--- src/rtl/mgt_pkg.sv ---
`timescale 1ns / 1ps

package mgt_pkg;

  // Field and register widths.
  localparam int PIX_W  = 8;
  localparam int SIZE_W = 12;
  localparam int THR_W  = 8;
  localparam int CFG_AW = 2;
  localparam int CFG_DW = 12;

  // Output beat layout: gradient, edge flag, zero fill up to 16 bits.
  localparam int OUT_DW = 16;

  // Default frame limits for the line buffers and counters.
  localparam int MAX_WIDTH_DEF  = 2048;
  localparam int MAX_HEIGHT_DEF = 2048;

  // Register values after reset.
  localparam int WIDTH_RST  = 640;
  localparam int HEIGHT_RST = 480;
  localparam logic [THR_W-1:0] THR_RST = '0;

  // Smallest frame size the window can work on.
  localparam int MIN_SIZE = 3;

  // Rows and columns on the top and left border that give no result.
  localparam int EDGE_MARGIN = 2;

  // Register indexes on the configuration port.
  localparam logic [CFG_AW-1:0] CFG_IMAGE_WIDTH    = 2'd0;
  localparam logic [CFG_AW-1:0] CFG_IMAGE_HEIGHT   = 2'd1;
  localparam logic [CFG_AW-1:0] CFG_EDGE_THRESHOLD = 2'd2;

  // Position of the pixel being accepted within its frame.
  typedef struct packed {
    logic emit;  // window is fully interior, a result is due
    logic last;  // final pixel of the frame
  } pos_flags_t;

  // Clamps a programmed frame size into the range the hardware supports.
  function automatic int unsigned clamp_size(int unsigned v, int unsigned maxv);
    int unsigned res;
    res = v;
    if (v < MIN_SIZE) begin
      res = MIN_SIZE;
    end else if (v > maxv) begin
      res = maxv;
    end
    return res;
  endfunction

endpackage

--- src/rtl/mgt_scan.sv ---
`timescale 1ns / 1ps

// Frame geometry registers and the raster position counters.
module mgt_scan #(
  parameter int MAX_WIDTH  = mgt_pkg::MAX_WIDTH_DEF,
  parameter int MAX_HEIGHT = mgt_pkg::MAX_HEIGHT_DEF,
  localparam int CW        = (MAX_WIDTH > 1) ? $clog2(MAX_WIDTH) : 1,
  localparam int RW        = (MAX_HEIGHT > 1) ? $clog2(MAX_HEIGHT) : 1
) (
  input  logic                        clk,
  input  logic                        rst_n,
  input  logic                        cfg_wr_en,
  input  logic [mgt_pkg::CFG_AW-1:0]  cfg_addr,
  input  logic [mgt_pkg::CFG_DW-1:0]  cfg_wdata,
  input  logic                        step,
  output logic [CW-1:0]               col,
  output mgt_pkg::pos_flags_t         flags,
  output logic [mgt_pkg::THR_W-1:0]   thr
);

  logic [CW-1:0]             wm1_r, wm1_nxt;
  logic [RW-1:0]             hm1_r, hm1_nxt;
  logic [mgt_pkg::THR_W-1:0] thr_r, thr_nxt;
  logic [CW-1:0]             col_r, col_nxt;
  logic [RW-1:0]             row_r, row_nxt;
  logic                      col_end;
  logic                      row_end;

  assign col_end = (col_r == wm1_r);
  assign row_end = (row_r == hm1_r);

  always_comb begin
    wm1_nxt = wm1_r;
    hm1_nxt = hm1_r;
    thr_nxt = thr_r;
    col_nxt = col_r;
    row_nxt = row_r;
    if (cfg_wr_en) begin
      // A size change restarts the frame at the next pixel.
      unique case (cfg_addr)
        mgt_pkg::CFG_IMAGE_WIDTH: begin
          wm1_nxt = CW'(mgt_pkg::clamp_size(32'(cfg_wdata), MAX_WIDTH) - 1);
          col_nxt = '0;
          row_nxt = '0;
        end
        mgt_pkg::CFG_IMAGE_HEIGHT: begin
          hm1_nxt = RW'(mgt_pkg::clamp_size(32'(cfg_wdata), MAX_HEIGHT) - 1);
          col_nxt = '0;
          row_nxt = '0;
        end
        mgt_pkg::CFG_EDGE_THRESHOLD: begin
          thr_nxt = cfg_wdata[mgt_pkg::THR_W-1:0];
        end
        default: begin
        end
      endcase
    end else if (step) begin
      if (col_end) begin
        col_nxt = '0;
        row_nxt = row_end ? '0 : row_r + RW'(1);
      end else begin
        col_nxt = col_r + CW'(1);
      end
    end
  end

  always_ff @(posedge clk) begin
    if (!rst_n) begin
      wm1_r <= CW'(mgt_pkg::clamp_size(mgt_pkg::WIDTH_RST, MAX_WIDTH) - 1);
      hm1_r <= RW'(mgt_pkg::clamp_size(mgt_pkg::HEIGHT_RST, MAX_HEIGHT) - 1);
      thr_r <= mgt_pkg::THR_RST;
      col_r <= '0;
      row_r <= '0;
    end else begin
      wm1_r <= wm1_nxt;
      hm1_r <= hm1_nxt;
      thr_r <= thr_nxt;
      col_r <= col_nxt;
      row_r <= row_nxt;
    end
  end

  assign col        = col_r;
  assign thr        = thr_r;
  assign flags.emit = (row_r >= RW'(mgt_pkg::EDGE_MARGIN)) &&
                      (col_r >= CW'(mgt_pkg::EDGE_MARGIN));
  assign flags.last = col_end && row_end;

endmodule

--- config.mk ---
export PLATFORM = sky130hd
export DESIGN_NAME = mgt_scan
export DESIGN_NICKNAME = d
export VERILOG_FILES = /design/src/rtl/mgt_pkg.sv /design/src/rtl/mgt_scan.sv
export SDC_FILE = /design/constraint.sdc
export NUM_CORES = 1
export LEC_CHECK = 0
export ABC_AREA = 1
export BUFFER_PORTS_ARGS = -buffer_cell sky130_fd_sc_hd__buf_2
export CAP_MARGIN = 20
export CORE_MARGIN = 3
export CORE_UTILIZATION = 40
export DETAILED_ROUTE_END_ITERATION = 7
export SLEW_MARGIN = 10
export SYNTH_ARGS = -nofsm -noshare
export SYNTH_HDL_FRONTEND = slang
export SYNTH_SLANG_ARGS = --single-unit
--- constraint.sdc ---
create_clock -name clk -period 3.23 [get_ports clk]
set_input_delay 0.323 -clock clk [delete_from_list [all_inputs] [get_ports clk]]
set_output_delay 0.323 -clock clk [all_outputs]
set_load 0.01 [all_outputs]
==> flow_summary_export.csv, run 1 <==
group,metric,value,unit
sta,drv_slew,0,
sta,slew_headroom,38.52,%
yosys,yosysSeqAreaShare,35.00,%
global_route,grt_pass1_wl,11830,um
layout,layout.cells.non_filler,557,
yosys,synth-simple-area-share,34.20,%
die,core,6982,um^2
yosys,synth_top_cell_by_area,"dfxtp_1",
yosys,synth_top_family_by_area,"simple AND/OR/NAND/NOR gates",
sta,timing.fmax,462.7,MHz
clock_tree,cts.sinks,52,
job,maxCapViolCount,0,
sta,setup_viol,0,
drt,postRouteAntennaNets,0,
worst_setup_path,path_cells,"xnor2_1, nand2_1, nor3_1, nand3_1, nand2_1, nand2_1, nand2_1, o21ai_0, and2_1",
place,detailed_place_hpwl,5385,um
sta,finalCriticalPeriod,2.161,ns
sta,setup-tns-final,0,ns
yosys,synth-seq-cells,52,
yosys,ys_types,43,
clock_tree,cts_tree,"built",
worst_setup_path,r2r_end,"row_r[8]",
worst_setup_path,cp_common_cell,"nand2_1",
min_path,min_delay_worst_endpoint,"thr[1]",
place,place.gp.congestion,0.8686,
global_route,grt_pass1_vias,2430,
global_route,grt_remaining_overflow,0,
layout,multi_input_area,1690,um^2
worst_setup_path,critPathLaunchType,"register",
sta,tightest_slew,0.9222,ns
yosys,synth_compound_area_share,10.81,%
layout,ff_latch_area,1041,um^2
place,dp.cells,549,
yosys,synth_area_per_cell,6.933,um^2
clock_tree,clock_path_buffers,2,
yosys,synthFlopType,"dfxtp_1",
yosys,synthCells,429,
run_status,status,"finished, final reports clean",
layout,area_delta_synth_final,11.57,%
clock_tree,clockRootBuffer,"clkbuf_8",
drt,viasPerCell,4.844,
drt,drt_iter0_markers,122,
min_path,worstHoldStart,"cfg_wdata[1]",
yosys,syn_nets,452,
place,io_buffers,38,
place,placed_area,3207,um^2
worst_setup_path,critical_path.max_fanout,12,
die,fp.dieH,92.23,um
worst_setup_path,r2r_start,"col[8]",
layout,final_common_cell,"nand2_1",
yosys,synthTopCellsByArea,"dfxtp_1, nand2_1, nor2_1",
sta,worst_slack,1.069,ns
worst_setup_path,cpMaxStageDelayCell,"dfxtp_1",
die,die_x,92.23,um
sta,hold_violations,0,
place,post-place-ws,0.8155,ns
power_and_ir_drop,vdd_drop_max,0.1953,mV
drt,drt_pre_antenna_iters,4,
clock_tree,cts_buffers,5,
power_and_ir_drop,power,0.001318,W
die,ioPinCount,39,
drt,num_vias,2698,
layout,design_area,3318,um^2
die,initial_utilization,42.60,%
clock_tree,h-tree-depth,2,
worst_setup_path,critPathArrivalTime,2.36,ns
global_route,grt_usage,17.11,%
drt,wl_per_cell,12.74,um
yosys,synthArstFlopShare,0,%
layout,diodes,0,
yosys,synth-xor-area-share,9.718,%
yosys,synth_top_area_share,35.00,%
global_route,antenna_found_initial,0,
clock_tree,post_cts_buffers,0,
die,die_area,8505,um^2
worst_setup_path,slowest_delay,0.46,ns
worst_setup_path,worst-setup-path-type,"reg -> reg",
worst_setup_path,required,3.43,ns
worst_setup_path,crit_path_end_kind,"register",
sta,finClkSkew,0.005970,ns
clock_tree,post_cts_resized,0,
yosys,yosysWarnings,0,
die,num_rows,30,
drt,drt_wl_total,7097,um
clock_tree,cts_hold_buffers,0,
layout,layout_common_cells,"nand2_1, nor2_1, dfxtp_1",
clock_tree,clk_pin_slew_worst_paths,0.10,ns
layout,drive_gt1_share,14.53,%
yosys,syn_area,2974,um^2
layout,fillCellCount,755,
yosys,synthAdderAreaFrac,2.103,%
yosys,synth-edff-count,0,
yosys,synthMuxAreaShare,0,%
layout,nets,483,
min_path,hold_class,"in -> reg",
clock_tree,clock_latency,0.30,ns
min_path,whs_path_depth,3,
drt,drc,0,
worst_setup_path,reg2regPathDepth,9,
global_route,grt_max_degree,26,
worst_setup_path,r2r_slack,1.07,ns
power_and_ir_drop,p_leak,1.447,nW
sta,period_share,66.92,%
power_and_ir_drop,p_per_area,397.3,nW/um^2
sta,rsz0062_at_grt,"no",
state kept, by name (all words and copies together), names as in the netlist:
name and cells:
col 11, hm1_r 11, row_r 11, thr 8, wm1_r 11
per-layer routing:
| metal | track usage, % | wire [um] | up-vias |
|---|---|---|---|
| met5 | 0 | 0 | - |
| met3 | 3.035 | 298 | 4 |
| met2 | 27.13 | 3177 | 56 |
| met4 | 4.332 | 43 | 0 |
| met1 | 23.98 | 3577 | 1204 |
| li1 | - | - | 1434 |
logic make-up after synthesis:
logic type | Yosys count
AO/OA/AOI/OAI | 58
XOR/XNOR | 33
AND/OR/NAND/NOR | 225
buffers and inverters | 56
flip-flops | 52
adder cells (fa/ha/maj) | 5
cell type report:
type	instances	area share, %
clock buffers	6	2.187
clock inverters	2	1.169
inverters	40	4.525
multi-input cells	321	50.94
flip-flops and latches	52	31.37
well taps	96	3.620
repair buffers	40	6.184
critical path, delay by kind of cell (launching register included):
family | cells | cell delay, ns
AOI/OAI and AO/OA | 1 | 0.15
xor gates and xnor gates | 1 | 0.15
DFF | 1 | 0.46
and+or+nand+nor | 7 | 1.30
per-stage QoR:
step                      utilization (%)  hold slack [ns]
after CTS                           47.53           0.2972
after detailed placement            45.93           0.4780
final                               47.53           0.3083
after global routing                47.53           0.3215
after floorplan                         -           0.4554
after global placement              45.93           0.4751
synthesized netlist by cell type, types with 2 or more instances:
master,number
a21oi_1,26
buf_2,6
clkbuf_1,5
clkinv_1,2
dfxtp_1,52
ha_1,5
inv_1,35
inv_2,3
nand2_1,99
nand2_2,4
nand2_4,3
nand3_1,24
nand3_2,2
nand4_1,6
nor2_1,56
nor2_2,2
nor2_4,2
nor3_1,11
nor3b_1,3
nor4_1,4
o21a_1,2
o21ai_0,16
o21ai_1,6
o21ai_2,2
or2_1,4
xnor2_1,11
xor2_1,22
where the power goes:
group / total (W) / internal (W) / switching [W]
registers: 0.000685 / 0.000665 / 0.0000206
logic: 0.000181 / 0.0000658 / 0.000115
clock network: 0.000452 / 0.000235 / 0.000217
how the worst max path moves through the flow:
stage,startpoint,end,slack (ns),cells after the start
after floorplan,cfg_wdata[2],wm1_r[8],1.35,16
after global placement,cfg_wdata[2],wm1_r[8],0.87,17
after detailed placement,cfg_wdata[2],wm1_r[8],0.82,17
after CTS,col[8],row_r[8],1.06,9
after global routing,col[8],row_r[8],0.78,9
final,col[8],row_r[8],1.07,9
Note: power is estimated with default switching activity, not from simulation.
==> run 2: changes to the inputs <==
--- a/config.mk
+++ b/config.mk
@@ -5,7 +5,7 @@
 export SDC_FILE = /design/constraint.sdc
 export NUM_CORES = 1
 export LEC_CHECK = 0
-export ABC_AREA = 1
+export ABC_AREA = 0
 export BUFFER_PORTS_ARGS = -buffer_cell sky130_fd_sc_hd__buf_2
 export CAP_MARGIN = 20
 export CORE_MARGIN = 3
==> constraint.sdc (replaced) <==
create_clock -name clk -period 2.01 [get_ports clk]
set_input_delay 0.201 -clock clk [delete_from_list [all_inputs] [get_ports clk]]
set_output_delay 0.201 -clock clk [all_outputs]
set_load 0.01 [all_outputs]
==> run 2 against run 1 <==
Die area fell by 6.8%. Cell area up 12%. Synthesized cell count decreased by 24%. Worst setup slack got worse by 1.0 ns. Final cell count is 13% lower. Total power rose by 58%. Routed wire length is 6.2% higher. Critical path depth decreased by 2. Flip-flop and latch count unchanged. Clock power rose by 39%. Largest cell class unchanged. Largest power group unchanged. Highest routed layer unchanged.
==> flow_summary_export.csv, run 2 <==
group,metric,value,unit
yosys,synth_area_per_cell,8.511,um^2
place,detailed_place_hpwl,5525,um
die,die_x,89.03,um
die,initial_utilization,42.22,%
power_and_ir_drop,p_sw_share,29.12,%
global_route,grt_pass1_wl,11960,um
worst_setup_path,worst-setup-path-type,"reg -> reg",
layout,diodes,0,
sta,period_share,98.90,%
power_and_ir_drop,p_sw,0.0006063,W
global_route,grt_max_degree,22,
sta,drv_slew,0,
power_and_ir_drop,vdd_drop_max,0.3079,mV
die,fp.dieH,89.03,um
yosys,syn_nets,347,
die,die_area,7926,um^2
layout,final_common_cell,"buf_4",
clock_tree,cts_tree,"built",
worst_setup_path,critPathArrivalTime,2.21,ns
die,ioPinCount,39,
drt,num_vias,2640,
global_route,grt_remaining_overflow,0,
drt,drt_pre_antenna_iters,4,
drt,drt_iter0_markers,149,
clock_tree,clock_path_buffers,2,
yosys,ys_types,50,
drt,drt_wl_total,7535,um
yosys,yosys-top-cells-count,"dfxtp_1, nor2_1, xor2_1",
sta,finalCriticalPeriod,1.988,ns
power_and_ir_drop,p_per_area,561.6,nW/um^2
place,post-place-ws,-0.3534,ns
die,num_rows,29,
yosys,synthCells,324,
layout,utilization,56.76,%
min_path,hold_class,"in -> reg",
sta,setup_viol,0,
global_route,grt_usage,19.42,%
drt,wl_met2,3604,um
yosys,synthTopCellsByArea,"dfxtp_1, xor2_1, nor2_1",
sta,tightest_slew,0.5948,ns
sta,timing.fmax,503.1,MHz
clock_tree,clockRootBuffer,"clkbuf_8",
yosys,synth.most_common_cell,"dfxtp_1",
yosys,synthFlopType,"dfxtp_1",
run_status,status,"finished, final reports clean",
yosys,synth_top_cell_by_area,"dfxtp_1",
clock_tree,cts_buffers,5,
sta,finClkSkew,0.008507,ns
layout,area_delta_synth_final,34.44,%
clock_tree,cts.sinks,52,
worst_setup_path,critical_path.max_fanout,8,
drt,viasPerCell,5.443,
worst_setup_path,required,2.23,ns
power_and_ir_drop,internal-power,0.001476,W
drt,drt-met1-wl,3617,um
worst_setup_path,critPathLaunchType,"register",
clock_tree,h-tree-depth,2,
drt,wl_met3,258,um
drt,postRouteAntennaNets,0,
yosys,synthArstFlopShare,0,%
worst_setup_path,r2r_slack,0.02,ns
worst_setup_path,crit_path_end_kind,"register",
sta,hold_violations,0,
yosys,synth-edff-count,0,
power_and_ir_drop,p_clk_share,30.2,%
drt,wl_per_cell,15.54,um
layout,nets,430,
sta,slew_headroom,60.23,%
yosys,synth-seq-cells,52,
clock_tree,clock_latency,0.31,ns
layout,layout_common_cells,"buf_4, dfxtp_1, buf_2",
place,place.gp.congestion,0.9024,
layout,drive_gt1_share,36.52,%
global_route,grt_pass1_vias,2484,
clock_tree,cts_hold_buffers,0,
power_and_ir_drop,combPwrFrac,17.5,%
power_and_ir_drop,seq_power_share,52.3,%
sta,worst_slack,0.02215,ns
power_and_ir_drop,p_leak,1.549,nW
job,maxCapViolCount,0,
yosys,synth_top_area_share,37.75,%
sta,rsz0062_at_grt,"yes",
yosys,yosysSeqAreaShare,37.75,%
place,io_buffers,38,
die,core,6531,um^2
yosys,yosysWarnings,0,
yosys,syn_area,2758,um^2
clock_tree,clk_pin_slew_worst_paths,0.10,ns
drt,routed.top_layer,"met4",
global_route,antenna_found_initial,0,
drt,drc,0,
[run 2: cell types whose count changed after synthesis, moves of 7 or more]
cell and change:
nor2_1 -24, mux2i_1 +8, a221oi_1 +7, inv_1 -24
clkbuf_1 +7, o211ai_1 +14, nand2_1 -75, or3_1 +10
a21oi_1 -16, nand3_1 -14
[run 2: what timing repair did]
item | in CTS | in global routing
setup endpoints to repair | 12 | 17
pin swaps | 5 | 20
gates resized for setup | 8 | 39
buffers inserted | 1 | 7
[run 2: worst paths after layout]
check / start / depth (start not counted) / end
setup / recovery: wm1_r[10] / 7 / row_r[4]
hold / removal: cfg_wdata[1] / 3 / thr[1]
setup reg to reg: wm1_r[10] / 7 / row_r[4]
hold reg to reg: wm1_r[10] / 2 / wm1_r[10]
[run 2: metal layers]
| metal | GRT usage, % | up-vias |
|---|---|---|
| met3 | 3.502 | 5 |
| met2 | 32.25 | 52 |
| met1 | 26.64 | 1241 |
| met4 | 3.654 | 0 |
| met5 | 0 | - |
| li1 | - | 1342 |
[run 2: kinds of logic (layout without fill, tap and decap cells)]
logic type               Yosys count  count (layout)  synth area share [%]
multiplexers                       9               9                 3.312
AO/OA/AOI/OAI                     74              74                 18.42
XOR/XNOR                          32              32                 10.44
adder cells (fa/ha/maj)            5               5                 2.269
AND/OR/NAND/NOR                  123             123                 23.23
buffers and inverters             29             113                 4.582
flip-flops                        52              52                 37.75
[run 2: cell type report]
cell class	instances	area, um^2
fill	629	2824
multi-input combinational	243	1787
sequential	52	1055
timing repair buffer	93	626.9
tap	77	96.34
clock buffer	5	68.82
inverter	12	50.05
clock inverter	3	23.77
[run 2: power groups by stage]
stage / clock network [W] / registers (W) / logic (W)
after detailed placement: 0 / 0.00111 / 0.000315
after global placement: 0 / 0.00111 / 0.000312
after CTS: 0.000650 / 0.00109 / 0.000325
final: 0.000628 / 0.00109 / 0.000365
after global routing: 0.000682 / 0.00109 / 0.000400
after floorplan: 0 / 0.00111 / 0.000176
[run 2: through the flow]
step / hold WS (ns) / TNS [ns] / cells / area [um^2] / power, W
after floorplan: 0.3449 / -1.805 / 324 / 2799 / 0.001291
after global placement: 0.4641 / -2.521 / 469 / 3347 / 0.001423
after detailed placement: 0.4769 / -3.511 / 469 / 3347 / 0.001427
after CTS: 0.1422 / -0.05334 / 478 / 3483 / 0.002064
after global routing: 0.1905 / -0.6146 / 485 / 3707 / 0.002175
final: 0.1482 / 0 / 485 / 3707 / 0.002082
[run 2: critical path, stage by stage (launching register included)]
cell      delay (ns)
dfxtp_2         0.35
xor2_2          0.17
nor4_2          0.25
buf_4           0.17
a41oi_4         0.18
buf_6           0.20
or3_4           0.36
a221oi_2        0.23
==> run 3: changes to the inputs <==
--- a/config.mk
+++ b/config.mk
@@ -11,6 +11,7 @@
 export CORE_MARGIN = 3
 export CORE_UTILIZATION = 40
 export DETAILED_ROUTE_END_ITERATION = 7
+export MAX_ROUTING_LAYER = met4
 export SLEW_MARGIN = 10
 export SYNTH_ARGS = -nofsm -noshare
 export SYNTH_HDL_FRONTEND = slang
==> run 3 against run 2 <==
Clock power hardly changed. Non-clock buffer count unchanged. Total power down 0.19%. Sequential power barely moved. Sequential share of layout area is the same. Flip-flop and latch count unchanged. Via count grew 0.42%. Utilization did not move. Die area stayed put. Worst setup slack improved by 0.0022 ns. Combinational power is essentially flat. Final cell count is the same. Largest cell class unchanged. Highest routed layer unchanged.
==> flow_summary_export.csv, run 3 (synthesis results as in run 2) <==
group,metric,value,unit
run_status,status,"finished, final reports clean",
worst_setup_path,critPathLaunchType,"register",
clock_tree,clock_latency,0.31,ns
worst_setup_path,path_delay_family,"simple AND/OR/NAND/NOR gates",
worst_setup_path,critical_path.max_fanout,8,
layout,layout_common_cells,"buf_4, dfxtp_1, buf_2",
drt,wl_per_cell,15.50,um
die,die_area,7926,um^2
clock_tree,cts_buffers,5,
min_path,whs_path_depth,3,
clock_tree,cts_hold_buffers,0,
clock_tree,cts_tree,"built",
min_path,hold_class,"in -> reg",
clock_tree,clockRootBuffer,"clkbuf_8",
layout,diodes,0,
worst_setup_path,worst-setup-path-type,"reg -> reg",
sta,finClkSkew,0.009423,ns
worst_setup_path,worst-path-buf-inv,2,
die,core,6531,um^2
drt,drt_iter0_markers,172,
worst_setup_path,critPathArrivalTime,2.21,ns
power_and_ir_drop,p_per_area,560.5,nW/um^2
clock_tree,cts.sinks,52,
power_and_ir_drop,p_leak,1.549,nW
place,detailed_place_hpwl,5525,um
die,ioPinCount,39,
power_and_ir_drop,vdd_drop_max,0.3068,mV
sta,rsz0062_at_grt,"yes",
clock_tree,clock_path_buffers,2,
place,dp.cells,469,
drt,drt_pre_antenna_iters,4,
drt,drc,0,
sta,slew_headroom,59.75,%
drt,num_vias,2651,
global_route,grt_pass1_wl,11980,um
die,die_x,89.03,um
sta,tightest_slew,0.6019,ns
die,num_rows,29,
global_route,grt_remaining_overflow,0,
sta,hold_violations,0,
die,initial_utilization,42.22,%
sta,timing.fmax,503.6,MHz
worst_setup_path,r2r_slack,0.02,ns
worst_setup_path,cpMaxStageDelayCell,"or3_4",
job,maxCapViolCount,0,
worst_setup_path,required,2.24,ns
place,io_buffers,38,
sta,finalCriticalPeriod,1.986,ns
drt,viasPerCell,5.466,
clock_tree,h-tree-depth,2,
layout,nets,430,
worst_setup_path,reg2regPathDepth,7,
worst_setup_path,r2r_end,"row_r[4]",
drt,drt_wl_total,7517,um
clock_tree,clk_pin_slew_worst_paths,0.10,ns
sta,period_share,98.79,%
sta,drv_slew,0,
sta,setup_viol,0,
die,fp.dieH,89.03,um
min_path,min_delay_worst_endpoint,"thr[1]",
layout,layout.cells.non_filler,485,
global_route,grt_pass1_vias,2482,
global_route,antenna_found_initial,0,
layout,final_common_cell,"buf_4",
worst_setup_path,path_cells,"xor2_2, nor4_2, buf_4, a41oi_4, buf_6, or3_4, a221oi_2",
worst_setup_path,r2r_start,"wm1_r[10]",
place,place.gp.congestion,0.9179,
worst_setup_path,slowest_delay,0.36,ns
worst_setup_path,crit_path_end_kind,"register",
global_route,grt_usage,20.02,%
layout,area_delta_synth_final,34.44,%
layout,drive_gt1_share,36.52,%
sta,hold-worst-slack,0.1477,ns
power_and_ir_drop,power,0.002078,W
sta,setup-tns-final,0,ns
min_path,worstHoldStart,"cfg_wdata[1]",
global_route,grt_max_degree,22,
drt,postRouteAntennaNets,0,
run 3: cell counts in the layout (fill, tap and decap cells not counted):
Identical to the previous run, type by type.
run 3: worst max path at each step:
stage,from,slack [ns],depth (start not counted),endpoint
2_1_floorplan,cfg_wdata[2],-0.23,12,wm1_r[8]
3_3_place_gp,cfg_wdata[2],-0.28,12,hm1_r[10]
3_5_place_dp,cfg_wdata[2],-0.35,12,hm1_r[6]
4_1_cts,col[0],-0.05,9,flags[1]
5_1_grt,wm1_r[10],-0.09,7,row_r[2]
6_report,wm1_r[10],0.02,7,row_r[4]
run 3: where the power goes:
| part | leakage, nW | total, W | switching (W) | internal [W] |
|---|---|---|---|---|
| clock | 0.0404 | 0.000625 | 0.000377 | 0.000248 |
| combinational | 1.08 | 0.000365 | 0.000199 | 0.000165 |
| sequential | 0.428 | 0.00109 | 0.0000257 | 0.00106 |
run 3: through the flow:
step / setup WS [ns] / cell area [um^2] / utilization, %
4_1_cts: -0.05334 / 3483 / 53.33
6_report: 0.02432 / 3707 / 56.76
3_3_place_gp: -0.2760 / 3347 / 51.25
2_1_floorplan: -0.2305 / 2799 / -
5_1_grt: -0.08666 / 3707 / 56.76
3_5_place_dp: -0.3534 / 3347 / 51.25
run 3: cell type report:
type	instances	area, um^2
fill	629	2824
inverter	12	50.05
tap	77	96.34
clock buffer	5	68.82
sequential	52	1055
multi-input combinational	243	1787
timing repair buffer	93	626.9
clock inverter	3	23.77
run 3: what timing repair did:
| action | 4_1_cts | 5_1_grt |
|---|---|---|
| pin swaps | 5 | 20 |
| setup buffers | 1 | 7 |
| setup endpoints to repair | 12 | 17 |
| resized for setup | 8 | 39 |
run 3: metal layers:
metal  vias to the layer above  wire (um)  GRT usage (%)
li1                       1348          -              -
met1                      1232       3538          26.81
met2                        66       3628          32.25
met3                         5        298          3.318
met4                         0         53          3.654
met5                         -          0              -
run 3: worst min-delay path, delay by kind of cell:
kind	cells	cell delay, ns
buffers and inverters	1	0.10
AND/OR/NAND/NOR	1	0.07
multiplexers	1	0.06
