**src/rtl/mgt_pkg.sv**
```systemverilog
`timescale 1ns / 1ps

package mgt_pkg;

  // Field and register widths.
  localparam int PIX_W  = 8;
  localparam int SIZE_W = 12;
  localparam int THR_W  = 8;
  localparam int CFG_AW = 2;
  localparam int CFG_DW = 12;

  // Output beat layout: gradient, edge flag, zero fill up to 16 bits.
  localparam int OUT_DW = 16;

  // Default frame limits for the line buffers and counters.
  localparam int MAX_WIDTH_DEF  = 2048;
  localparam int MAX_HEIGHT_DEF = 2048;

  // Register values after reset.
  localparam int WIDTH_RST  = 640;
  localparam int HEIGHT_RST = 480;
  localparam logic [THR_W-1:0] THR_RST = '0;

  // Smallest frame size the window can work on.
  localparam int MIN_SIZE = 3;

  // Rows and columns on the top and left border that give no result.
  localparam int EDGE_MARGIN = 2;

  // Register indexes on the configuration port.
  localparam logic [CFG_AW-1:0] CFG_IMAGE_WIDTH    = 2'd0;
  localparam logic [CFG_AW-1:0] CFG_IMAGE_HEIGHT   = 2'd1;
  localparam logic [CFG_AW-1:0] CFG_EDGE_THRESHOLD = 2'd2;

  // Position of the pixel being accepted within its frame.
  typedef struct packed {
    logic emit;  // window is fully interior, a result is due
    logic last;  // final pixel of the frame
  } pos_flags_t;

  // Clamps a programmed frame size into the range the hardware supports.
  function automatic int unsigned clamp_size(int unsigned v, int unsigned maxv);
    int unsigned res;
    res = v;
    if (v < MIN_SIZE) begin
      res = MIN_SIZE;
    end else if (v > maxv) begin
      res = maxv;
    end
    return res;
  endfunction

endpackage

```
**src/rtl/mgt_gradient.sv**
```systemverilog
`timescale 1ns / 1ps

// 3x3 window of two stored columns plus the arriving column, and the
// max-minus-min reduction with the threshold compare.
module mgt_gradient (
  input  logic                      clk,
  input  logic                      rst_n,
  input  logic                      shift,
  input  logic [mgt_pkg::PIX_W-1:0] px_up,
  input  logic [mgt_pkg::PIX_W-1:0] px_mid,
  input  logic [mgt_pkg::PIX_W-1:0] px_low,
  input  logic [mgt_pkg::THR_W-1:0] thr,
  output logic [mgt_pkg::PIX_W-1:0] gradient,
  output logic                      edge_res
);

  // Entries 0..2 are the oldest column (top to bottom), 3..5 the next one.
  logic [mgt_pkg::PIX_W-1:0] win_r [6];

  logic [mgt_pkg::PIX_W-1:0] cmax [3];
  logic [mgt_pkg::PIX_W-1:0] cmin [3];
  logic [mgt_pkg::PIX_W-1:0] wmax;
  logic [mgt_pkg::PIX_W-1:0] wmin;

  function automatic logic [mgt_pkg::PIX_W-1:0] max3(
    input logic [mgt_pkg::PIX_W-1:0] a,
    input logic [mgt_pkg::PIX_W-1:0] b,
    input logic [mgt_pkg::PIX_W-1:0] c
  );
    logic [mgt_pkg::PIX_W-1:0] m;
    m = (a > b) ? a : b;
    return (m > c) ? m : c;
  endfunction

  function automatic logic [mgt_pkg::PIX_W-1:0] min3(
    input logic [mgt_pkg::PIX_W-1:0] a,
    input logic [mgt_pkg::PIX_W-1:0] b,
    input logic [mgt_pkg::PIX_W-1:0] c
  );
    logic [mgt_pkg::PIX_W-1:0] m;
    m = (a < b) ? a : b;
    return (m < c) ? m : c;
  endfunction

  always_ff @(posedge clk) begin
    if (!rst_n) begin
      for (int i = 0; i < 6; i++) begin
        win_r[i] <= '0;
      end
    end else if (shift) begin
      win_r[0] <= win_r[3];
      win_r[1] <= win_r[4];
      win_r[2] <= win_r[5];
      win_r[3] <= px_up;
      win_r[4] <= px_mid;
      win_r[5] <= px_low;
    end
  end

  // Reduce each column first, then across the three columns.
  always_comb begin
    cmax[0] = max3(win_r[0], win_r[1], win_r[2]);
    cmax[1] = max3(win_r[3], win_r[4], win_r[5]);
    cmax[2] = max3(px_up, px_mid, px_low);
    cmin[0] = min3(win_r[0], win_r[1], win_r[2]);
    cmin[1] = min3(win_r[3], win_r[4], win_r[5]);
    cmin[2] = min3(px_up, px_mid, px_low);
    wmax    = max3(cmax[0], cmax[1], cmax[2]);
    wmin    = min3(cmin[0], cmin[1], cmin[2]);
  end

  assign gradient = wmax - wmin;
  assign edge_res = (gradient > thr);

endmodule

```
**config.mk**
```make
export PLATFORM = sky130hd
export DESIGN_NAME = mgt_gradient
export DESIGN_NICKNAME = d
export VERILOG_FILES = /design/src/rtl/mgt_pkg.sv /design/src/rtl/mgt_gradient.sv
export SDC_FILE = /design/constraint.sdc
export NUM_CORES = 1
export LEC_CHECK = 0
export BUFFER_PORTS_ARGS = -buffer_cell sky130_fd_sc_hd__buf_2
export CORE_MARGIN = 3
export CORE_UTILIZATION = 50
export DETAILED_ROUTE_END_ITERATION = 12
export HOLD_SLACK_MARGIN = 0.08
export PLACE_DENSITY = 0.8
export SLEW_MARGIN = 40
export SYNTH_ARGS = -nofsm -noshare
export SYNTH_HDL_FRONTEND = slang
export SYNTH_SLANG_ARGS = --single-unit
```
**constraint.sdc**
```tcl
create_clock -name clk -period 14.34 [get_ports clk]
set_clock_uncertainty 0.2 [all_clocks]
set_input_delay 2.868 -clock clk [delete_from_list [all_inputs] [get_ports clk]]
set_output_delay 2.868 -clock clk [all_outputs]
set_load 0.005 [all_outputs]
```
==> results of run 1 <==
[final cells by class]
class	instances	area (µm²)	share of cell area, %
Inverter	95	357	5.19
Timing Repair Buffer	45	230	3.35
Clock inverter	3	42.5	0.619
Multi-Input combinational cell	550	4470	65.0
Clock buffer	5	125	1.82
Tap cell	168	210	3.06
Sequential cell	48	1440	21.0
[through the flow]
stage	hold slack, ps	util [%]
after floorplan	366	-
after CTS	436	56.3
final	442	56.3
after global placement	411	54.8
after detailed placement	422	54.9
after global routing	467	56.3
[path summary, 6_finish.rpt]
kind | from | end | slack [ps] | cells after the start
hold reg to reg | win_r[5][4] | win_r[2][4] | 440 | 1
setup / recovery | px_mid[7] | edge_res | 800 | 41
hold / removal | win_r[5][4] | win_r[2][4] | 440 | 1
setup reg to reg | win_r[5][0] | win_r[2][0] | 13210 | 1
[where the power goes]
part	internal (mW)	leakage [nW]	switching, mW
sequential	0.166	0.524	0.0105
clock	0.0819	0.0814	0.0485
combinational	0.536	2.99	0.617
total	0.785	3.59	0.676
[Yosys cell counts (2+ instances only)]
| master | count |
|---|---|
| xor2_1 | 2 |
| ha_1 | 115 |
| nor2_1 | 30 |
| edfxtp_1 | 48 |
| nand2b_1 | 6 |
| clkbuf_1 | 16 |
| a21oi_2 | 2 |
| o31ai_1 | 2 |
| o21a_1 | 13 |
| a211oi_1 | 3 |
| a21oi_1 | 39 |
| nand3_1 | 13 |
| o211ai_1 | 4 |
| a2111oi_0 | 2 |
| a221oi_1 | 4 |
| mux2_2 | 39 |
| o21ai_0 | 43 |
| a21o_1 | 36 |
| inv_1 | 95 |
| buf_2 | 2 |
| a31oi_1 | 5 |
| and3_1 | 51 |
| nor2b_1 | 7 |
| and4_1 | 4 |
| mux2i_1 | 40 |
| o21ai_1 | 6 |
| nand4_1 | 11 |
| o21ai_2 | 2 |
| buf_4 | 2 |
| xnor2_1 | 3 |
| nand2_1 | 41 |
[per-layer routing]
metal	part of all wire [%]	vias to the layer above	global-route usage, %
met5	0	-	0
met4	3.9	0	8.11
met3	5.2	39	2.34
met2	47	169	37.1
met1	44	2398	28.4
li1	-	2682	-
[cells by family after synthesis]
family,synth area share (%)
AOI/OAI and AO/OA,18.8
xor gates and xnor gates,1.05
adders and majority gates,23.0
buffers and inverters,6.97
DFF,22.8
muxes,13.5
and+or+nand+nor,13.9
==> results.tsv, run 1 <==
stage	metric	value	unit
status	status	complete, no violations	
cells_and_area	fillcell total	1145	
clocking	deepest clock path buffer count	2	
clocking	clock-pin slew on the worst setup and hold paths	60	ps
cells_and_area	Final #Nets	896	
timing	fin. max-slew vios	0	
die	die extent in x	119	µm
cells_and_area	most common cell after layout, fill and taps aside	ha_1	
cells_and_area	layout cell share with drive strength beyond 1	14.3	%
setup_path	WP buf/inv	7	
die	FP Rows	40	
global_routing	vias in the first global route	5068	
detailed_routing	First-pass DRT Iterations	7	
clocking	clock root buffer	clkbuf_16	
timing	Final Hold Fails	0	
timing	Setup violations, final	0	
cells_and_area	most frequent cells in the layout	ha_1, inv_1, and3_1	
yosys	Yosys top cell by area	edfxtp_1	
yosys	syn avg cell area	8.88	µm²
run	max cap viols	0	
global_routing	largest net degree at the start of global routing	50	
global_routing	initial antenna violation count	0	
yosys	ys async rst share	0	%
cells_and_area	P&R area growth vs syn	8.53	%
setup_path	CP max stage delay	450	ps
cells_and_area	max reg flops	48	
yosys	Seq cells post-synth	48	
yosys	Gate Count Post-Synth	713	
setup_path	delay-heaviest family, CP	compound AO/OA/AOI/OAI gates	
timing	minimum clock period	13540	ps
detailed_routing	routed wire length	15.2	mm
cells_and_area	Top reg by flops	win_r	
yosys	Synth area leaders	edfxtp_1, ha_1, mux2_2	
timing	RSZ-0062 raised after global routing	no	
power	Pleak	3.59	nW
timing	relative slew slack	54.4	%
setup_path	WS Path Type	input port to output pin	
placed_design	hpwl dp	12.6	mm
detailed_routing	DRC errors left	0	
die	Initial Utilization	51.9	%
clocking	Post-CTS Setup Repair Bufs	0	
die	die footprint	14100	µm²
yosys	sequential fraction of the synthesis area	22.8	%
clocking	# clock sinks	48	
clocking	CTS resizes	0	
timing	fin crit share	94.4	%
clocking	TritonCTS clock tree	done	
cells_and_area	top flop regs	win_r x48	
detailed_routing	Routed Antenna Nets	0	
clocking	Clk Latency, worst-skew pair	290	ps
cells_and_area	final instance area	6880	µm²
placed_design	placed cells	906	
setup_path	CP startpoint kind	input port	
global_routing	total grt overflow	0	
clocking	CTS H-tree lvls	2	
setup_path	CP arrival	10470	ps
hold_path	Hold Crit Class	flip-flop to flip-flop	
yosys	top_reg_cell synth	edfxtp_1	
cells_and_area	Final Non-Filler Cells	914	
yosys	Cell variety after synth	58	
setup_path	worst-path maximum fanout	14	
timing	worst slew pin tran	684	ps
placed_design	post-placement setup slack	800	ps
placed_design	gpl congestion	0.935	
setup_path	slowest CP cell	o21a_1	
yosys	Yosys warning total	0	
detailed_routing	via count	5288	
power	Max IR drop VDD	422	µV
setup_path	CP endpoint kind	output pin	
global_routing	global-route wire length before repair	24.9	mm
detailed_routing	1st-iter DRT viols	398	
clocking	cts bufs inserted	5	
placed_design	Cell Area, Placed	6700	µm²
clocking	Post-CTS Hold Buffers	0	
yosys	Post-Syn Nets	864	
timing	fmax	73.8	MHz
die	# IOs	44	
yosys	share of the synthesized area in the top cell type	22.8	%
cells_and_area	diodes inserted	0	
detailed_routing	post-DR wirelength/cell	16.6	µm
yosys	mapped cell area	6330	µm²
power	Pwr Density	213	nW/µm²
placed_design	PortBufs	43	
detailed_routing	vias per cell	5.79	
yosys	Post-synth EDFFs	48	
timing	final worst slack	798	ps
power	Total Power	1.46	mW
timing	setup TNS	0	ps
global_routing	overall routing resource usage	21.8	%
die	CORE AREA	12200	µm²
die	chip height	119	µm
setup_path	Req. time, crit path	11270	ps
No activity file was read; power rests on OpenSTA's default activity.
==> run 2: changes to the inputs <==
- CORE_UTILIZATION: 50 -> 63
- PLACE_DENSITY: 0.8 -> 0.95
==> run 2 against run 1 <==
Effect of this change: count of clock-buffer cells in the layout stayed put; worst hold slack got worse by 0.61 ps; via count rose by 3.3%; sequential share of layout area grew 0.32 points; critical path depth shrank 1; utilization is 15 points higher; die area down 20%; register-to-register slack worse by 20 ps; sequential power barely moved; first-iteration DRC count is 13% lower; largest power group unchanged; combinational power grew 3%; critical path type unchanged; fmax up 0.28%; critical endpoint unchanged.
==> results.tsv, run 2 (synthesis gave the netlist of run 1 again) <==
stage	metric	value	unit	change
power	Comb pwr share	81.3	%	+2.3 points
detailed_routing	post-DR wirelength/cell	18.8	µm	+13%
die	CORE AREA	9500	µm²	-22%
setup_path	CP endpoint kind	output pin		
timing	worst slew pin tran	722	ps	+37.8 ps
clocking	clock-pin slew on the worst setup and hold paths	90	ps	+30 ps
timing	Final Hold Fails	0		unchanged
setup_path	FF-to-FF End	win_r[1][3]		
setup_path	CP arrival	10440	ps	-30 ps
power	Pwr Density	216	nW/µm²	+1.4%
setup_path	WP buf/inv	6		-1
status	status	complete, no violations		
timing	fin crit share	94.2	%	-0.26 points
setup_path	FF-to-FF Start	win_r[4][3]		
timing	fmax	74.1	MHz	+0.28%
setup_path	Req. time, crit path	11270	ps	about the same
global_routing	initial antenna violation count	0		unchanged
cells_and_area	final core occ	71.3	%	+15 points
global_routing	vias in the first global route	5481		+8.1%
cells_and_area	diodes inserted	0		unchanged
placed_design	hpwl dp	13.5	mm	+6.9%
cells_and_area	Final #Nets	896		unchanged
detailed_routing	vias per cell	6.24		+7.9%
clocking	CTS H-tree lvls	2		unchanged
run	max cap viols	0		unchanged
global_routing	overall routing resource usage	29.2	%	+7.4 points
die	# IOs	44		unchanged
die	die footprint	11300	µm²	-20%
timing	fin. max-slew vios	0		unchanged
setup_path	r2r worst-path depth	1		unchanged
detailed_routing	Routed Antenna Nets	0		unchanged
power	Sequential Power Share	12.1	%	about the same
die	FP Rows	35		-13%
hold_path	Worst Hold End	win_r[2][7]		
power	Max IR drop VDD	405	µV	-3.9%
cells_and_area	most common cell after layout, fill and taps aside	ha_1		
timing	Setup violations, final	0		unchanged
die	chip height	106	µm	-10%
timing	minimum clock period	13500	ps	-37.6 ps
placed_design	gpl congestion	0.924		-1.2%
cells_and_area	layout cell share with drive strength beyond 1	14.5	%	+0.13 points
hold_path	Hold Crit Class	flip-flop to flip-flop		
power	internal power	0.758	mW	-3.3%
global_routing	total grt overflow	0		unchanged
hold_path	Hold Crit Depth	1		unchanged
setup_path	most used cell, CP	o21ai_0		
detailed_routing	First-pass DRT Iterations	5		-2
placed_design	PortBufs	43		unchanged
clocking	cts bufs inserted	5		unchanged
global_routing	global-route wire length before repair	26.2	mm	+5.2%
cells_and_area	max reg flops	48		unchanged
setup_path	slowest CP cell	xnor3_1		
cells_and_area	top flop regs	win_r x48		
detailed_routing	DRC errors left	0		unchanged
clocking	deepest clock path buffer count	2		unchanged
setup_path	worst-path maximum fanout	14		unchanged
power	Total Power	1.46	mW	-0.11%
hold_path	HP Start	win_r[5][7]		
die	Initial Utilization	66.7	%	+15 points
power	Clk network pwr share	6.7	%	-2.2 points
setup_path	WS Path Type	input port to output pin		
power	Pleak	3.57	nW	-0.70%
setup_path	r2r setup slk	13190	ps	-20 ps
die	die extent in x	106	µm	-10%
timing	setup TNS	0	ps	unchanged
clocking	clock root buffer	clkbuf_8		
power	switching share of power	48.0	%	+1.7 points
clocking	TritonCTS clock tree	done		
cells_and_area	Top reg by flops	win_r		
timing	relative slew slack	51.9	%	-2.5 points
clocking	# clock sinks	48		unchanged
detailed_routing	1st-iter DRT viols	346		-13%
setup_path	delay-heaviest family, CP	compound AO/OA/AOI/OAI gates		
global_routing	largest net degree at the start of global routing	50		unchanged
setup_path	CP startpoint kind	input port		
cells_and_area	Final Non-Filler Cells	875		-4.3%
timing	RSZ-0062 raised after global routing	no		
detailed_routing	via count	5463		+3.3%
placed_design	placed cells	867		-4.3%
cells_and_area	P&R area growth vs syn	6.89	%	
clocking	Clk Latency, worst-skew pair	310	ps	+20 ps
detailed_routing	routed wire length	16.4	mm	+7.9%
setup_path	CP max stage delay	420	ps	-30 ps
power	switching power total	0.701	mW	+3.6%
cells_and_area	most frequent cells in the layout	ha_1, inv_1, and3_1		
==> run 2: cell counts in the layout (fill, tap and decap cells not counted) <==
No cell type changed its count.
==> run 2: metrics by stage <==
stage	hold WS, ps	setup slack (ps)	instance area [µm²]
final	441	836	6770
after floorplan	366	1280	6330
after detailed placement	413	778	6660
after global routing	453	55.3	6770
after global placement	400	1150	6640
after CTS	426	741	6770
==> run 2: what timing repair did <==
action                     CTS  global route
buffers inserted             0             0
gates resized for setup      0             1
setup endpoints to repair    0             1
hold buffers                 0             0
==> run 2: per-layer routing <==
metal  wire (µm)  track usage [%]  vias up  share of wire (%)
met2        8120             52.9      198                 49
met4         733             13.3        0                4.5
met3         923             3.95       59                5.6
li1            -                -     2676                  -
met1        6630             33.9     2530                 40
met5           0                0        -                  0
==> run 2: final cells by class <==
type,instances,area [µm²]
Clock buffer,5,68.8
Inverter,95,357
Timing Repair Buffer,45,230
Clock inverter,3,42.5
Sequential cell,48,1440
Multi-Input combinational cell,550,4470
Tap cell,129,161
Fill cell,736,2730
==> run 2: power groups by stage <==
stage | Sequential [mW] | Clock, mW | Combinational (mW)
6_report | 0.177 | 0.0971 | 1.19
3_5_place_dp | 0.179 | 0 | 1.16
4_1_cts | 0.176 | 0.0975 | 1.17
3_3_place_gp | 0.178 | 0 | 1.09
2_1_floorplan | 0.175 | 0 | 0.840
5_1_grt | 0.177 | 0.103 | 1.32
==> run 2: how the worst max path moves through the flow <==
| stage | startpoint | endpoint | slack, ps | depth (start not counted) |
|---|---|---|---|---|
| 2_1_floorplan | px_mid[5] | edge_res | 1280 | 39 |
| 3_3_place_gp | px_mid[5] | edge_res | 1150 | 41 |
| 3_5_place_dp | px_mid[5] | edge_res | 780 | 41 |
| 4_1_cts | px_mid[5] | edge_res | 740 | 41 |
| 5_1_grt | px_mid[5] | edge_res | 60 | 41 |
| 6_report | px_mid[5] | edge_res | 840 | 40 |
==> run 3: changes to the inputs <==
- CORE_UTILIZATION: 63 -> 57
- PLACE_DENSITY: 0.95 -> 0.91
- clock period: 14.34 -> 10.85 ns (I/O delays scaled with it)
==> run 3 against run 2 <==
Effect of this change: the flow now stops in 5_1_grt; synthesized area stayed put; synthesized cell count stayed put.
==> results.tsv, run 3 <==
stage	metric	value	unit	change
yosys	Yosys top cell by area	edfxtp_1		
die	FP Rows	37		+5.7%
placed_design	PortBufs	43		unchanged
yosys	syn avg cell area	8.88	µm²	unchanged
yosys	most common cell in the netlist	ha_1		
yosys	Synth top cells by count	ha_1, inv_1, and3_1, edfxtp_1, o21ai_0		
global_routing	largest net degree at the start of global routing	50		
yosys	Yosys warning total	0		unchanged
status	status	did not finish		
timing	grt repair worst endpoint	edge_res		
global_routing	total grt overflow	1		
yosys	Post-synth EDFFs	48		unchanged
die	# IOs	44		unchanged
yosys	Post-Syn Nets	864		unchanged
global_routing	overall routing resource usage	61.4	%	
clocking	Post-CTS Hold Buffers	0		unchanged
yosys	sequential fraction of the synthesis area	22.8	%	unchanged
clocking	CTS H-tree lvls	2		unchanged
clocking	deepest clock path buffer count	2		unchanged
yosys	top_reg_cell synth	edfxtp_1		
status	Last stage	5_1_grt		
die	Initial Utilization	60.0	%	-6.6 points
yosys	Cell variety after synth	58		unchanged
placed_design	gpl congestion	0.984		+6.4%
yosys	Gate Count Post-Synth	713		unchanged
placed_design	Cell Area, Placed	7180	µm²	+7.9%
die	chip height	111	µm	+4.8%
placed_design	post-placement setup slack	-406	ps	-1180 ps
yosys	ys async rst share	0	%	unchanged
yosys	Seq cells post-synth	48		unchanged
clocking	cts bufs inserted	5		unchanged
placed_design	hpwl dp	14.0	mm	+3.6%
clocking	clock root buffer	clkbuf_8		
yosys	Synth area leaders	edfxtp_1, ha_1, mux2_2		
status	stop err	[ERROR GRT-0232] Routing congestion too high. Check the congestion heatmap in the GUI.		
die	die extent in x	111	µm	+4.8%
yosys	share of the synthesized area in the top cell type	22.8	%	unchanged
placed_design	placed cells	942		+8.7%
timing	WEP type	output port		
clocking	# clock sinks	48		unchanged
yosys	mapped cell area	6330	µm²	unchanged
[run 3: cell counts after synthesis]
No cell type changed its count.
[run 3: cell families after synthesis]
family                   after synthesis  share of synthesized area, %
AO/OA/AOI/OAI                        179                          18.8
buffers and inverters                115                          6.97
adder cells (fa/ha/maj)              116                          23.0
AND/OR/NAND/NOR                      169                          13.9
multiplexers                          80                          13.5
XOR/XNOR                               6                          1.05
flip-flops                            48                          22.8
[run 3: routing by layer]
layer / GRT usage (%) / GRT overflow
met1: 60.5 / 0
met2: 81.6 / 1
met3: 41.6 / 0
met4: 60.4 / 0
met5: 22.0 / 0
[run 3: timing repair]
item | CTS
resized for setup | 114
setup endpoints to repair | 1
gates cloned | 1
pin swaps | 46
buffers inserted | 44
[run 3: metrics by stage]
stage	TNS, ps	util (%)
3_3_place_gp	-71.4	67.9
3_5_place_dp	-406	68.0
2_1_floorplan	0	-
4_1_cts	-59.7	76.8
==> run 4: changes to the inputs <==
- CORE_UTILIZATION: 57 -> 40
- HOLD_SLACK_MARGIN: 0.08 -> default
- PLACE_DENSITY: 0.91 -> default
- PLACE_DENSITY_LB_ADDON: default -> 0.15
- clock period: 10.85 -> 14.1 ns (I/O delays scaled with it)
==> run 4 against run 3 <==
Effect of this change: the flow now finishes without violations.
==> results.tsv, run 4 (synthesis gave the netlist of run 1 again) <==
stage	metric	value	unit	change
die	Initial Utilization	41.2	%	-19 points
die	# IOs	44		unchanged
power	Max IR drop VDD	237	µV	
global_routing	total grt overflow	0		
timing	fmax	75.4	MHz	
timing	Hold WS	461	ps	
detailed_routing	post-DR wirelength/cell	17.6	µm	
cells_and_area	Top reg by flops	win_r		
clocking	Post-CTS Hold Buffers	0		unchanged
hold_path	Hold Crit Class	flip-flop to flip-flop		
setup_path	delay-heaviest family, CP	compound AO/OA/AOI/OAI gates		
cells_and_area	most frequent cells in the layout	ha_1, inv_1, and3_1		
cells_and_area	Final #Nets	896		
clocking	# clock sinks	48		unchanged
cells_and_area	Final Non-Filler Cells	957		
cells_and_area	top flop regs	win_r x48		
setup_path	worst-path maximum fanout	14		
placed_design	hpwl dp	14.2	mm	+2.0%
run	max cap viols	0		
cells_and_area	final core occ	44.9	%	
detailed_routing	First-pass DRT Iterations	5		
detailed_routing	routed wire length	16.9	mm	
global_routing	vias in the first global route	5205		
clocking	clock root buffer	clkbuf_16		
power	Pwr Density	215	nW/µm²	
setup_path	slowest CP cell	xnor3_1		
clocking	clock-pin slew on the worst setup and hold paths	60	ps	
cells_and_area	layout cell share with drive strength beyond 1	14.7	%	
timing	Setup violations, final	0		
die	CORE AREA	15400	µm²	
timing	relative slew slack	52.4	%	
global_routing	largest net degree at the start of global routing	50		
detailed_routing	1st-iter DRT viols	357		
cells_and_area	fillcell total	1526		
global_routing	global-route wire length before repair	27.2	mm	
die	FP Rows	45		+22%
timing	fin crit share	94.0	%	
cells_and_area	final instance area	6910	µm²	
power	Pleak	3.59	nW	
die	die footprint	17400	µm²	
power	Total Power	1.48	mW	
placed_design	placed cells	949		+0.74%
setup_path	CP max stage delay	420	ps	
setup_path	CP endpoint kind	output pin		
global_routing	overall routing resource usage	19.2	%	
clocking	deepest clock path buffer count	2		unchanged
setup_path	CP startpoint kind	input port		
placed_design	gpl congestion	0.933		-5.1%
placed_design	post-placement setup slack	615	ps	+1020 ps
die	chip height	132	µm	+18%
cells_and_area	most common cell after layout, fill and taps aside	ha_1		
placed_design	Cell Area, Placed	6750	µm²	-6.0%
timing	final worst slack	842	ps	
die	die extent in x	132	µm	+18%
status	status	complete, no violations		
detailed_routing	DRC errors left	0		
global_routing	initial antenna violation count	0		
cells_and_area	diodes inserted	0		
clocking	TritonCTS clock tree	done		
timing	worst slew pin tran	714	ps	
setup_path	WP buf/inv	5		
timing	minimum clock period	13260	ps	
placed_design	PortBufs	43		unchanged
setup_path	Req. time, crit path	11080	ps	
clocking	CTS H-tree lvls	2		unchanged
clocking	Clk Latency, worst-skew pair	290	ps	
cells_and_area	max reg flops	48		
timing	fin. max-slew vios	0		
detailed_routing	via count	5230		
detailed_routing	Routed Antenna Nets	0		
timing	setup TNS	0	ps	
timing	RSZ-0062 raised after global routing	no		
detailed_routing	vias per cell	5.46		
setup_path	CP arrival	10240	ps	
clocking	cts bufs inserted	5		unchanged
setup_path	WS Path Type	input port to output pin		
cells_and_area	P&R area growth vs syn	9.07	%	
timing	Final Hold Fails	0		
[run 4: path summary, 6_finish.rpt]
path,startpoint,end,slack (ps),cells past startpoint
setup / recovery,px_mid[1],edge_res,840,39
hold / removal,win_r[5][6],win_r[2][6],460,1
setup reg to reg,win_r[4][0],win_r[1][0],12970,1
hold reg to reg,win_r[5][6],win_r[2][6],460,1
[run 4: timing repair]
action | 4_1_cts | 5_1_grt
gates resized for setup | 0 | 3
buffers inserted | 0 | 0
setup endpoints to repair | 0 | 1
hold endpoints to repair | 0 | 0
[run 4: layout make-up]
class	instances	area, µm²	share of cell area (%)
clock buffers	5	125	1.81
clock inverters	3	18.8	0.272
inverters	95	357	5.16
multi-input cells	550	4470	64.7
flip-flops and latches	48	1440	20.9
well taps	211	264	3.82
repair buffers	45	230	3.33
[run 4: power breakdown]
part | switching [mW] | internal [mW]
clock network | 0.0508 | 0.0654
logic | 0.644 | 0.545
registers | 0.0108 | 0.169
[run 4: per-layer routing]
layer / routed length (µm) / part of all wire [%] / track usage, % / vias to the layer above
li1: - / - / - / 2683
met1: 7950 / 47 / 25.9 / 2430
met2: 8320 / 49 / 34.1 / 100
met3: 417 / 2.5 / 1.37 / 17
met4: 192 / 1.1 / 3.79 / 0
met5: 0 / 0 / 0 / -
